<file path="config.mk">
export PLATFORM = sky130hd
export DESIGN_NAME = skill_matched_priority_queue_core
export DESIGN_NICKNAME = d
export VERILOG_FILES = /design/src/hdl/smq_pkg.sv /design/src/hdl/smq_cell.sv /design/src/hdl/smq_scan.sv /design/src/hdl/skill_matched_priority_queue_core.sv
export SDC_FILE = /design/constraint.sdc
export NUM_CORES = 2
export LEC_CHECK = 0
export BUFFER_PORTS_ARGS = -buffer_cell sky130_fd_sc_hd__buf_4
export CORE_AREA = 2 2 312 622
export CTS_BUF_LIST = sky130_fd_sc_hd__clkbuf_8
export DETAILED_ROUTE_END_ITERATION = 12
export DIE_AREA = 0 0 314 624
export PLACE_DENSITY = 0.81
export SYNTH_ARGS = -nofsm -noshare
export SYNTH_HDL_FRONTEND = slang
export SYNTH_SLANG_ARGS = --single-unit
</file>
<file path="constraint.sdc">
create_clock -name clk -period 13.6 [get_ports clk]
set_clock_uncertainty 0.2 [all_clocks]
set_input_delay 2.72 -clock clk [delete_from_list [all_inputs] [get_ports clk]]
set_output_delay 2.72 -clock clk [all_outputs]
set_load 0.01 [all_outputs]
</file>
<file path="src/hdl/smq_pkg.sv">
// Package for the skill-matched priority queue: sizes, field widths, codes and shared types.
// Used by every module of the block; depends on nothing else.
`timescale 1ns / 1ps
`default_nettype none

package smq_pkg;

  localparam int QUEUE_DEPTH = 64;
  localparam int FLOW_COUNT  = 32;

  localparam int IDX_W = $clog2(QUEUE_DEPTH);
  localparam int CNT_W = $clog2(QUEUE_DEPTH + 1);

  localparam int CMD_W       = 2;
  localparam int TAG_W       = 8;
  localparam int PRIO_W      = 8;
  localparam int FLOW_W      = 5;
  localparam int MASK_W      = 32;
  localparam int STATUS_W    = 3;
  localparam int POS_W       = 6;
  localparam int OUT_CNT_W   = 7;

  typedef enum logic [CMD_W-1:0] {
    CMD_PUSH   = 2'd0,
    CMD_REMOVE = 2'd1,
    CMD_POP    = 2'd2,
    CMD_MARK   = 2'd3
  } cmd_t;

  typedef enum logic [STATUS_W-1:0] {
    STAT_OK       = 3'd0,
    STAT_FULL     = 3'd1,
    STAT_DUP      = 3'd2,
    STAT_ABSENT   = 3'd3,
    STAT_NO_MATCH = 3'd4
  } status_t;

  // What a cell does at the apply edge.
  typedef enum logic [2:0] {
    ACT_HOLD       = 3'd0,
    ACT_LOAD       = 3'd1,
    ACT_FROM_LEFT  = 3'd2,
    ACT_FROM_RIGHT = 3'd3,
    ACT_SET_READY  = 3'd4
  } action_t;

  typedef struct packed {
    logic [TAG_W-1:0]  tag;
    logic [PRIO_W-1:0] prio;
    logic [FLOW_W-1:0] flow;
    logic              ready;
  } entry_t;

  // Fields of a request that every cell compares against.
  typedef struct packed {
    logic [TAG_W-1:0]  tag;
    logic [PRIO_W-1:0] prio;
    logic [MASK_W-1:0] mask;
  } req_t;

  // Compare results a cell reports to the control logic.
  typedef struct packed {
    logic tag_hit;
    logic prio_le;
    logic pop_hit;
  } flags_t;

endpackage

`default_nettype wire

</file>
<file path="src/hdl/smq_cell.sv">
// One queue cell: holds a single entry, compares it with the current request and
// takes its next value from itself, a neighbor or the new entry. Uses smq_pkg.
`timescale 1ns / 1ps
`default_nettype none

module smq_cell (
  input  wire logic            clk,
  input  wire logic            cap_en,
  input  wire smq_pkg::req_t   req,
  input  wire logic            occ,
  input  wire smq_pkg::action_t act,
  input  wire smq_pkg::entry_t left_entry,
  input  wire smq_pkg::entry_t right_entry,
  input  wire smq_pkg::entry_t new_entry,
  output smq_pkg::entry_t      entry,
  output smq_pkg::flags_t      flags
);
  import smq_pkg::*;

  entry_t entry_r, entry_nxt;
  flags_t flags_r, flags_nxt;
  logic   served;

  // A flow beyond the configured flow count never matches.
  assign served = (32'(entry_r.flow) < FLOW_COUNT) && req.mask[entry_r.flow];

  always_comb begin
    flags_nxt.tag_hit = occ && (entry_r.tag == req.tag);
    flags_nxt.prio_le = occ && (entry_r.prio <= req.prio);
    flags_nxt.pop_hit = occ && entry_r.ready && served;
  end

  always_comb begin
    entry_nxt = entry_r;
    case (act)
      ACT_LOAD:       entry_nxt = new_entry;
      ACT_FROM_LEFT:  entry_nxt = left_entry;
      ACT_FROM_RIGHT: entry_nxt = right_entry;
      ACT_SET_READY:  entry_nxt.ready = 1'b1;
      default:        entry_nxt = entry_r;
    endcase
  end

  always_ff @(posedge clk) begin
    entry_r <= entry_nxt;
    if (cap_en) begin
      flags_r <= flags_nxt;
    end
  end

  assign entry = entry_r;
  assign flags = flags_r;

endmodule

`default_nettype wire

</file>
<file path="src/hdl/smq_scan.sv">
// Head-first scan over one flag per cell: inclusive prefix OR, first set cell as
// a one-hot vector and as an index, and whether any flag is set. Uses smq_pkg.
`timescale 1ns / 1ps
`default_nettype none

module smq_scan (
  input  wire logic [smq_pkg::QUEUE_DEPTH-1:0] hits,
  output logic [smq_pkg::QUEUE_DEPTH-1:0]      prefix,
  output logic [smq_pkg::QUEUE_DEPTH-1:0]      first_hot,
  output logic [smq_pkg::IDX_W-1:0]            first_idx,
  output logic                                 any
);
  import smq_pkg::*;

  logic [QUEUE_DEPTH-1:0] lvl [IDX_W+1];

  // Log-depth prefix OR: each level doubles the reach toward the tail.
  assign lvl[0] = hits;
  for (genvar s = 0; s < IDX_W; s++) begin : g_lvl
    assign lvl[s+1] = lvl[s] | (lvl[s] << (1 << s));
  end

  assign prefix    = lvl[IDX_W];
  assign first_hot = prefix & ~(prefix << 1);
  assign any       = prefix[QUEUE_DEPTH-1];

  always_comb begin
    first_idx = '0;
    for (int i = 0; i < QUEUE_DEPTH; i++) begin
      if (first_hot[i]) begin
        first_idx = first_idx | IDX_W'(i);
      end
    end
  end

endmodule

`default_nettype wire

</file>
<file path="src/hdl/skill_matched_priority_queue_core.sv">
// The cell compare stage and the apply stage alternate, so a new request is taken only after the last one is applied.
// The result register is loaded by the apply stage, which waits while an earlier result is stalled.
// While a result waits in that register under out_stall, one more request can still be
// accepted, but its apply stage waits until the result leaves; further requests are held off.
// Reset (rst_n low, synchronous) empties the queue and clears all control state at once;
// cell contents are not cleared, since nothing reads a cell beyond the entry count.
`timescale 1ns / 1ps
`default_nettype none

module skill_matched_priority_queue_core (
  input  wire logic                           clk,
  input  wire logic                           rst_n,
  input  wire logic                           in_valid,
  output logic                                in_stall,
  input  wire logic [smq_pkg::CMD_W-1:0]      in_command,
  input  wire logic [smq_pkg::TAG_W-1:0]      in_call_tag,
  input  wire logic [smq_pkg::PRIO_W-1:0]     in_call_priority,
  input  wire logic [smq_pkg::FLOW_W-1:0]     in_flow_number,
  input  wire logic                           in_to_head,
  input  wire logic [smq_pkg::MASK_W-1:0]     in_agent_flow_mask,
  output logic                                out_valid,
  input  wire logic                           out_stall,
  output logic [smq_pkg::STATUS_W-1:0]        out_status,
  output logic [smq_pkg::POS_W-1:0]           out_position,
  output logic [smq_pkg::TAG_W-1:0]           out_popped_tag,
  output logic [smq_pkg::OUT_CNT_W-1:0]       out_queue_count
);
  import smq_pkg::*;

  // Two-state sequencer: IDLE takes a request while the cells latch their
  // compare flags, APPLY resolves the flags and moves the cells.
  typedef enum logic [1:0] {
    ST_IDLE  = 2'b01,
    ST_APPLY = 2'b10
  } state_t;

  state_t state_r, state_nxt;

  // Request held for the apply stage.
  cmd_t   cmd_r;
  logic   head_r;
  entry_t new_entry_r;

  logic [CNT_W-1:0] count_r, count_nxt;

  // Result register.
  logic                 out_valid_r, out_valid_nxt;
  status_t              status_r, status_nxt;
  logic [POS_W-1:0]     position_r, position_nxt;
  logic [TAG_W-1:0]     popped_r, popped_nxt;
  logic [OUT_CNT_W-1:0] qcount_r, qcount_nxt;

  logic cap_en;
  logic apply_en;
  req_t req;

  entry_t  cell_entry [QUEUE_DEPTH];
  flags_t  cell_flags [QUEUE_DEPTH];
  action_t cell_act   [QUEUE_DEPTH];
  logic [QUEUE_DEPTH-1:0] occ;

  logic [QUEUE_DEPTH-1:0] tag_hits, pop_hits, le_rev;
  logic [QUEUE_DEPTH-1:0] tag_pre, pop_pre, pop_hot, le_pre_rev, keep;
  logic [IDX_W-1:0]       le_last_rev;
  logic                   tag_any, pop_any, le_any;

  logic             full;
  logic [CNT_W-1:0] ins_at;
  logic [TAG_W-1:0] popped_sel;
  logic             push_ok;

  // A request is taken only when the sequencer is idle; the output register
  // parts the result side from the input side.
  assign in_stall = (state_r != ST_IDLE);
  assign cap_en   = in_valid && !in_stall;
  assign apply_en = (state_r == ST_APPLY) && !(out_valid_r && out_stall);

  assign req.tag  = in_call_tag;
  assign req.prio = in_call_priority;
  assign req.mask = in_agent_flow_mask;

  // Occupancy of each cell follows from the entry count; it does not change
  // between the compare and the apply edge.
  for (genvar i = 0; i < QUEUE_DEPTH; i++) begin : g_occ
    assign occ[i] = (CNT_W'(i) < count_r);
  end

  // The row of cells. Each cell sees its neighbors so that a push can shift
  // the tail one place back and a removal can close the gap.
  for (genvar i = 0; i < QUEUE_DEPTH; i++) begin : g_cell
    entry_t left_e;
    entry_t right_e;
    if (i == 0) begin : g_first
      assign left_e = cell_entry[i];
    end else begin : g_mid_l
      assign left_e = cell_entry[i-1];
    end
    if (i == QUEUE_DEPTH - 1) begin : g_last
      assign right_e = cell_entry[i];
    end else begin : g_mid_r
      assign right_e = cell_entry[i+1];
    end

    smq_cell u_cell (
      .clk         (clk),
      .cap_en      (cap_en),
      .req         (req),
      .occ         (occ[i]),
      .act         (cell_act[i]),
      .left_entry  (left_e),
      .right_entry (right_e),
      .new_entry   (new_entry_r),
      .entry       (cell_entry[i]),
      .flags       (cell_flags[i])
    );

    assign tag_hits[i]                 = cell_flags[i].tag_hit;
    assign pop_hits[i]                 = cell_flags[i].pop_hit;
    assign le_rev[QUEUE_DEPTH - 1 - i] = cell_flags[i].prio_le;
    // A cell keeps its entry on a push when some entry at or behind it has
    // a priority number no larger than the new one.
    assign keep[i]                     = le_pre_rev[QUEUE_DEPTH - 1 - i];
  end

  // Tag lookup: tags are unique, so the prefix marks the hit cell and all
  // cells behind it, which is exactly the set that shifts on a removal.
  smq_scan u_tag_scan (
    .hits      (tag_hits),
    .prefix    (tag_pre),
    .first_hot (),
    .first_idx (),
    .any       (tag_any)
  );

  // Pop: the first ready entry whose flow the agent serves.
  smq_scan u_pop_scan (
    .hits      (pop_hits),
    .prefix    (pop_pre),
    .first_hot (pop_hot),
    .first_idx (),
    .any       (pop_any)
  );

  // Insertion point: scanning the priority flags tail-first finds the last
  // entry with a priority number no larger than the pushed one.
  smq_scan u_prio_scan (
    .hits      (le_rev),
    .prefix    (le_pre_rev),
    .first_hot (),
    .first_idx (le_last_rev),
    .any       (le_any)
  );

  assign full = (count_r == CNT_W'(QUEUE_DEPTH));

  // The new entry goes right behind the last such entry, or to the head.
  always_comb begin
    if (head_r || !le_any) begin
      ins_at = '0;
    end else begin
      ins_at = CNT_W'(QUEUE_DEPTH) - CNT_W'(le_last_rev);
    end
  end

  always_comb begin
    popped_sel = '0;
    for (int i = 0; i < QUEUE_DEPTH; i++) begin
      if (pop_hot[i]) begin
        popped_sel = popped_sel | cell_entry[i].tag;
      end
    end
  end

  assign push_ok = !tag_any && !full;

  // Per-cell moves for the apply edge.
  always_comb begin
    for (int i = 0; i < QUEUE_DEPTH; i++) begin
      cell_act[i] = ACT_HOLD;
      if (apply_en) begin
        case (cmd_r)
          CMD_PUSH: begin
            if (push_ok) begin
              if (head_r) begin
                cell_act[i] = (i == 0) ? ACT_LOAD : ACT_FROM_LEFT;
              end else if (!keep[i]) begin
                if (i == 0) begin
                  cell_act[i] = ACT_LOAD;
                end else if (keep[i-1]) begin
                  cell_act[i] = ACT_LOAD;
                end else begin
                  cell_act[i] = ACT_FROM_LEFT;
                end
              end
            end
          end
          CMD_REMOVE: begin
            if (tag_pre[i]) begin
              cell_act[i] = ACT_FROM_RIGHT;
            end
          end
          CMD_POP: begin
            if (pop_pre[i]) begin
              cell_act[i] = ACT_FROM_RIGHT;
            end
          end
          CMD_MARK: begin
            if (tag_hits[i]) begin
              cell_act[i] = ACT_SET_READY;
            end
          end
          default: cell_act[i] = ACT_HOLD;
        endcase
      end
    end
  end

  // Result and new entry count of the request in the apply stage.
  always_comb begin
    status_nxt   = status_r;
    position_nxt = position_r;
    popped_nxt   = popped_r;
    qcount_nxt   = qcount_r;
    count_nxt    = count_r;
    if (apply_en) begin
      status_nxt   = STAT_OK;
      position_nxt = '0;
      popped_nxt   = '0;
      unique case (cmd_r)
        CMD_PUSH: begin
          // The duplicate check comes before the full check.
          if (tag_any) begin
            status_nxt = STAT_DUP;
          end else if (full) begin
            status_nxt = STAT_FULL;
          end else begin
            position_nxt = POS_W'(ins_at);
            count_nxt    = count_r + CNT_W'(1);
          end
        end
        CMD_REMOVE: begin
          if (tag_any) begin
            count_nxt = count_r - CNT_W'(1);
          end else begin
            status_nxt = STAT_ABSENT;
          end
        end
        CMD_POP: begin
          if (pop_any) begin
            popped_nxt = popped_sel;
            count_nxt  = count_r - CNT_W'(1);
          end else begin
            status_nxt = STAT_NO_MATCH;
          end
        end
        CMD_MARK: begin
          if (!tag_any) begin
            status_nxt = STAT_ABSENT;
          end
        end
        default: status_nxt = STAT_OK;
      endcase
      qcount_nxt = OUT_CNT_W'(count_nxt);
    end
  end

  always_comb begin
    state_nxt = state_r;
    unique case (state_r)
      ST_IDLE:  if (cap_en) state_nxt = ST_APPLY;
      ST_APPLY: if (apply_en) state_nxt = ST_IDLE;
      default:  state_nxt = ST_IDLE;
    endcase
  end

  always_comb begin
    out_valid_nxt = out_valid_r;
    if (out_valid_r && !out_stall) begin
      out_valid_nxt = 1'b0;
    end
    if (apply_en) begin
      out_valid_nxt = 1'b1;
    end
  end

  always_ff @(posedge clk) begin
    if (!rst_n) begin
      state_r     <= ST_IDLE;
      count_r     <= '0;
      out_valid_r <= 1'b0;
    end else begin
      state_r     <= state_nxt;
      count_r     <= count_nxt;
      out_valid_r <= out_valid_nxt;
    end
  end

  // Payload registers carry no reset.
  always_ff @(posedge clk) begin
    if (cap_en) begin
      cmd_r             <= cmd_t'(in_command);
      head_r            <= in_to_head;
      new_entry_r.tag   <= in_call_tag;
      new_entry_r.prio  <= in_call_priority;
      new_entry_r.flow  <= in_flow_number;
      new_entry_r.ready <= 1'b0;
    end
    status_r   <= status_nxt;
    position_r <= position_nxt;
    popped_r   <= popped_nxt;
    qcount_r   <= qcount_nxt;
  end

  assign out_valid       = out_valid_r;
  assign out_status      = status_r;
  assign out_position    = position_r;
  assign out_popped_tag  = popped_r;
  assign out_queue_count = qcount_r;

endmodule

`default_nettype wire

</file>
==> results.txt, run 1 <==
Post-DP HPWL = 474 mm
number of H-tree levels = 4
Initial Util = 64.6%
All-Layer GR Usage = 81.9%
Post-Synthesis Cells = 11600
syn avg cell area = 10.7 um2
I/O pins = 86
post_cts resized = 0
Die Ht = 624 um
outcome = did not finish
vias in the first global route = 132000
CTS Buffer Depth = 4
post-CTS setup buffer count = 0
first-pass GRT wire length = 1150 mm
post-synthesis sequential area ratio = 40.3%
largest net degree at the start of global routing = 118
last stage reached = 5_1_grt
total CTS buffers = 242
synth warn = 0
error msg = [ERROR GRT-0116] Global routing finished with congestion. Check the congestion regions in the DRC Viewer.
Synth Register Bits = 1658
Placer Congestion = 1.23
CTS Sinks = 1658
GRT overflow = 1686
CTS root buf = clkbuf_8
hold buffers post-CTS = 0
EDFF count, synth = 1648
Synth Flop Type = edfxtp_1
Netlist Area Pre-Place = 123000 um2
ys async rst share = 0%
die width = 314 um
number of distinct library cells after synthesis = 99
Mapped Nets = 12200
Port Buffers = 85
Std-Cell Rows = 227
[routing by layer]
metal	GRT overflow	track usage, %
met5	3	32.7
met4	618	83.4
met3	32	66.7
met2	1016	97.5
met1	17	81.7
[synth_stat cells, types with 11 or more instances]
| master | n | area, um2 |
|---|---|---|
| and4_1 | 14 | 123 |
| a211oi_1 | 14 | 105 |
| clkbuf_1 | 794 | 2980 |
| mux2i_1 | 1356 | 13600 |
| or4_1 | 38 | 285 |
| and3_1 | 55 | 344 |
| a221oi_1 | 19 | 166 |
| xor2_1 | 56 | 490 |
| inv_1 | 117 | 439 |
| o211ai_1 | 25 | 188 |
| a21o_1 | 131 | 983 |
| o21ai_0 | 800 | 4000 |
| a22oi_1 | 100 | 751 |
| a222oi_1 | 34 | 340 |
| a21oi_1 | 1031 | 5160 |
| nor2_1 | 1017 | 3820 |
| nand4_1 | 240 | 1500 |
| nand3_1 | 171 | 856 |
| nor3_1 | 171 | 856 |
| edfxtp_1 | 1648 | 49500 |
| o21ai_1 | 32 | 160 |
| a22o_1 | 49 | 429 |
| nand2_1 | 903 | 3390 |
| a211o_1 | 19 | 166 |
| o22ai_1 | 13 | 81.3 |
| nor4b_1 | 11 | 96.3 |
| or3_1 | 48 | 300 |
| nor3_2 | 18 | 180 |
| buf_1 | 139 | 522 |
| ha_1 | 516 | 6460 |
| nor4_1 | 93 | 582 |
| nor3b_1 | 57 | 428 |
| o21a_1 | 53 | 398 |
| xnor2_1 | 461 | 4040 |
| buf_4 | 23 | 173 |
| a31oi_1 | 55 | 344 |
| buf_2 | 141 | 706 |
| mux2_2 | 71 | 800 |
| mux4_2 | 640 | 14400 |
| nand2b_1 | 87 | 544 |
| nor2b_1 | 66 | 413 |
| a32oi_1 | 14 | 123 |
| or2_2 | 49 | 307 |
| and2_1 | 22 | 138 |
[kinds of logic after synthesis]
group / count (synthesis) / synth area share, %
buffers and inverters: 1217 / 3.92
flip-flops: 1658 / 40.3
multiplexers: 2067 / 23.3
XOR/XNOR: 517 / 3.67
AO/OA/AOI/OAI: 2494 / 11.7
AND/OR/NAND/NOR: 3108 / 11.9
adder cells (fa/ha/maj): 516 / 5.23
[metrics by stage]
stage	hold WS (ns)	util [%]	instance area [um2]	setup WS, ns	cells
after CTS	0.401	68.4	131000	7.11	13900
after detailed placement	0.394	66.0	126000	6.81	13400
after global placement	0.357	66.0	126000	6.90	13400
after floorplan	0.290	-	123000	0.768	11600
==> run 2, diff against run 1 <==
CORE_AREA = 2 2 559 561   (was 2 2 312 622)
CTS_BUF_LIST = default   (was sky130_fd_sc_hd__clkbuf_8)
DIE_AREA = 0 0 561 563   (was 0 0 314 624)
PLACE_DENSITY = default   (was 0.81)
PLACE_DENSITY_LB_ADDON = 0.15   (was default)
==> results.txt, run 2 <==
ratio of cells with drive above 1 in the final layout = 14.2%
post-CTS setup buffer count = 0
drc violations = 0
Internal Power = 9520 uW
startpoint types = input pin
crit-path max FO = 45
Leak = 0.0481 uW
Worst Hold Class = register to register
wire per inst = 38.9 um
Die Ht = 563 um
later-pin clock latency in the skew report = 0.93 ns
fin. max-slew vios = 0
CTS Buffer Depth = 4
CTS root buf = clkbuf_16
CTS tree = built
die area = 316000 um2
post_cts resized = 0
most common cell in the netlist = edfxtp_1
number of H-tree levels = 4
Post-Route Utilization = 43.3%
post-synthesis sequential area ratio = 40.3%
CTS Sinks = 1658
Worst-path clk slew = 0.06 ns
worst vdd ir = 114 uV
Top Metal Used = met5
I/O pins = 86
Slew HR = 1.64%
Clock Power Share = 40.8%
Post-Route WL = 600 mm
Worst setup EP type = register
outcome = finished, final reports clean
Netlist Area Pre-Place = 123000 um2
WL met2 = 256 mm
die width = 561 um
hold buffers post-CTS = 0
Initial Util = 39.8%
ys async rst share = 0%
final setup vio count = 0
Post-DP HPWL = 443 mm
Psw = 3930 uW
Tcrit/Tclk final = 48.1%
Worst-Margin Slew = 1.48 ns
total CTS buffers = 203
number of distinct library cells after synthesis = 99
max-cap check violation count = 0
Std-Cell Rows = 205
critical path arrival = 6.94 ns
RSZ-0062 raised after global routing = no
EDFF count, synth = 1648
DRT met1 WL = 245 mm
Port Buffers = 85
Reg power frac = 44.9%
Via density = 6.83
Post-synth top cells = edfxtp_1 (1648), mux2i_1 (1356), a21oi_1 (1031)
NumNets Final = 11700
Synth Register Bits = 1658
top post-synthesis cells by area = edfxtp_1 (40%), mux4_2 (12%), mux2i_1 (11%), ha_1 (5.2%), a21oi_1 (4.2%)
synth warn = 0
routed wl met3 = 66.6 mm
Synth Flop Type = edfxtp_1
initial antenna violation count = 38
syn avg cell area = 10.7 um2
Power Density = 100 nW/um2
CORE AREA = 310000 um2
vias in the first global route = 99700
Fmax achieved = 153 MHz
Post-Synthesis Cells = 11600
vias = 105000
fillcell total = 29200
Post-Route Setup TNS = 0 ns
drt pass-1 iters = 7
Synth area leader = edfxtp_1
commonest non-fill, non-tap cell in the layout = edfxtp_1
Sw Ratio = 29.2%
Mapped Nets = 12200
Placer Congestion = 1.08
All-Layer GR Usage = 36.9%
Routed Antenna Nets = 0
CP required = 14.00 ns
combinational fraction of design power = 14.3%
Area Growth Syn to Fin = 8.92%
largest net degree at the start of global routing = 107
First DRT Iteration DRCs = 16300
Synth top area share = 40.1%
max reg flops = 1408
first-pass GRT wire length = 826 mm
most frequent cells in the layout = edfxtp_1 (1648), mux2i_1 (1356), a21oi_1 (1028), nor2_1 (991), nand2_1 (901)
Final min period = 6.54 ns
GRT overflow = 0
WS Path Type = input pin to register
Hold Fails Final Rpt = 0
==> run 2: cell counts after synthesis <==
Identical to the previous run, type by type.
==> run 2: metal layers <==
| metal | track usage, % | vias up |
|---|---|---|
| met5 | 0.286 | - |
| met4 | 17.2 | 18 |
| met3 | 8.87 | 1538 |
| met2 | 54.8 | 7648 |
| met1 | 50.8 | 53000 |
| li1 | - | 43100 |
==> run 2: per-stage QoR <==
stage	area (um2)	worst slack, ns	instances	total power, uW	hold WS, ns
after floorplan	123000	0.768	11600	7170	0.290
after global placement	128000	6.46	15000	7920	0.319
after detailed placement	128000	6.37	15000	7980	0.354
after CTS	134000	7.31	15400	13400	0.370
after global routing	134000	7.06	15400	13800	0.419
final	134000	7.06	15400	13400	0.373
==> run 2: final timing paths <==
kind | from | endpoint | cells after the start | slack (ns)
worst min register to register | state_r[1]$_SDFFE_PN0P_ | out_valid$_SDFFE_PN0P_ | 2 | 0.37
worst max-delay path | out_stall | g_cell[54].u_cell.entry[0]$_DFFE_PP_ | 10 | 7.06
worst min-delay path | state_r[1]$_SDFFE_PN0P_ | out_valid$_SDFFE_PN0P_ | 2 | 0.37
worst max register to register | g_cell[13].u_cell.flags[2]$_DFFE_PP_ | g_cell[54].u_cell.entry[0]$_DFFE_PP_ | 10 | 7.39
==> run 2: final cells by class <==
type	count	area [um2]	share of cell area, %
multi-input cells	8702	69600	51.8
flip-flops and latches	1658	49700	37.0
clock buffers	242	5300	3.94
well taps	4140	5180	3.85
repair buffers	395	3000	2.23
clock inverters	124	1100	0.818
inverters	119	465	0.346
diodes	31	77.6	0.0577
==> run 2: power groups by stage <==
| stage | Sequential [uW] | Combinational [uW] | Clock, uW |
|---|---|---|---|
| 4_1_cts | 6020 | 1850 | 5530 |
| 6_report | 6040 | 1930 | 5480 |
| 3_3_place_gp | 6130 | 1790 | 0 |
| 3_5_place_dp | 6130 | 1850 | 0 |
| 2_1_floorplan | 5980 | 1190 | 0 |
| 5_1_grt | 6030 | 2020 | 5700 |
==> run 2: worst max-delay path: stages <==
cell and delay [ns]:
buf_4 0.11, nand2_1 0.15, nand2b_4 0.35, clkinv_2 0.15
nand2_1 0.28, o21ai_0 1.23, nor3b_4 0.34, buf_4 0.41
nand2b_1 0.91, nand2b_1 0.21
==> run 2: cell families (layout without fill, tap and decap cells) <==
group	count (synthesis)	in the layout	synth area share (%)
AND/OR/NAND/NOR	3108	3108	11.9
AO/OA/AOI/OAI	2494	2494	11.7
multiplexers	2067	2067	23.3
flip-flops	1658	1658	40.3
buffers and inverters	1217	880	3.92
XOR/XNOR	517	517	3.67
adder cells (fa/ha/maj)	516	516	5.23
other	0	31	0
Note: power is estimated with default switching activity, not from simulation.
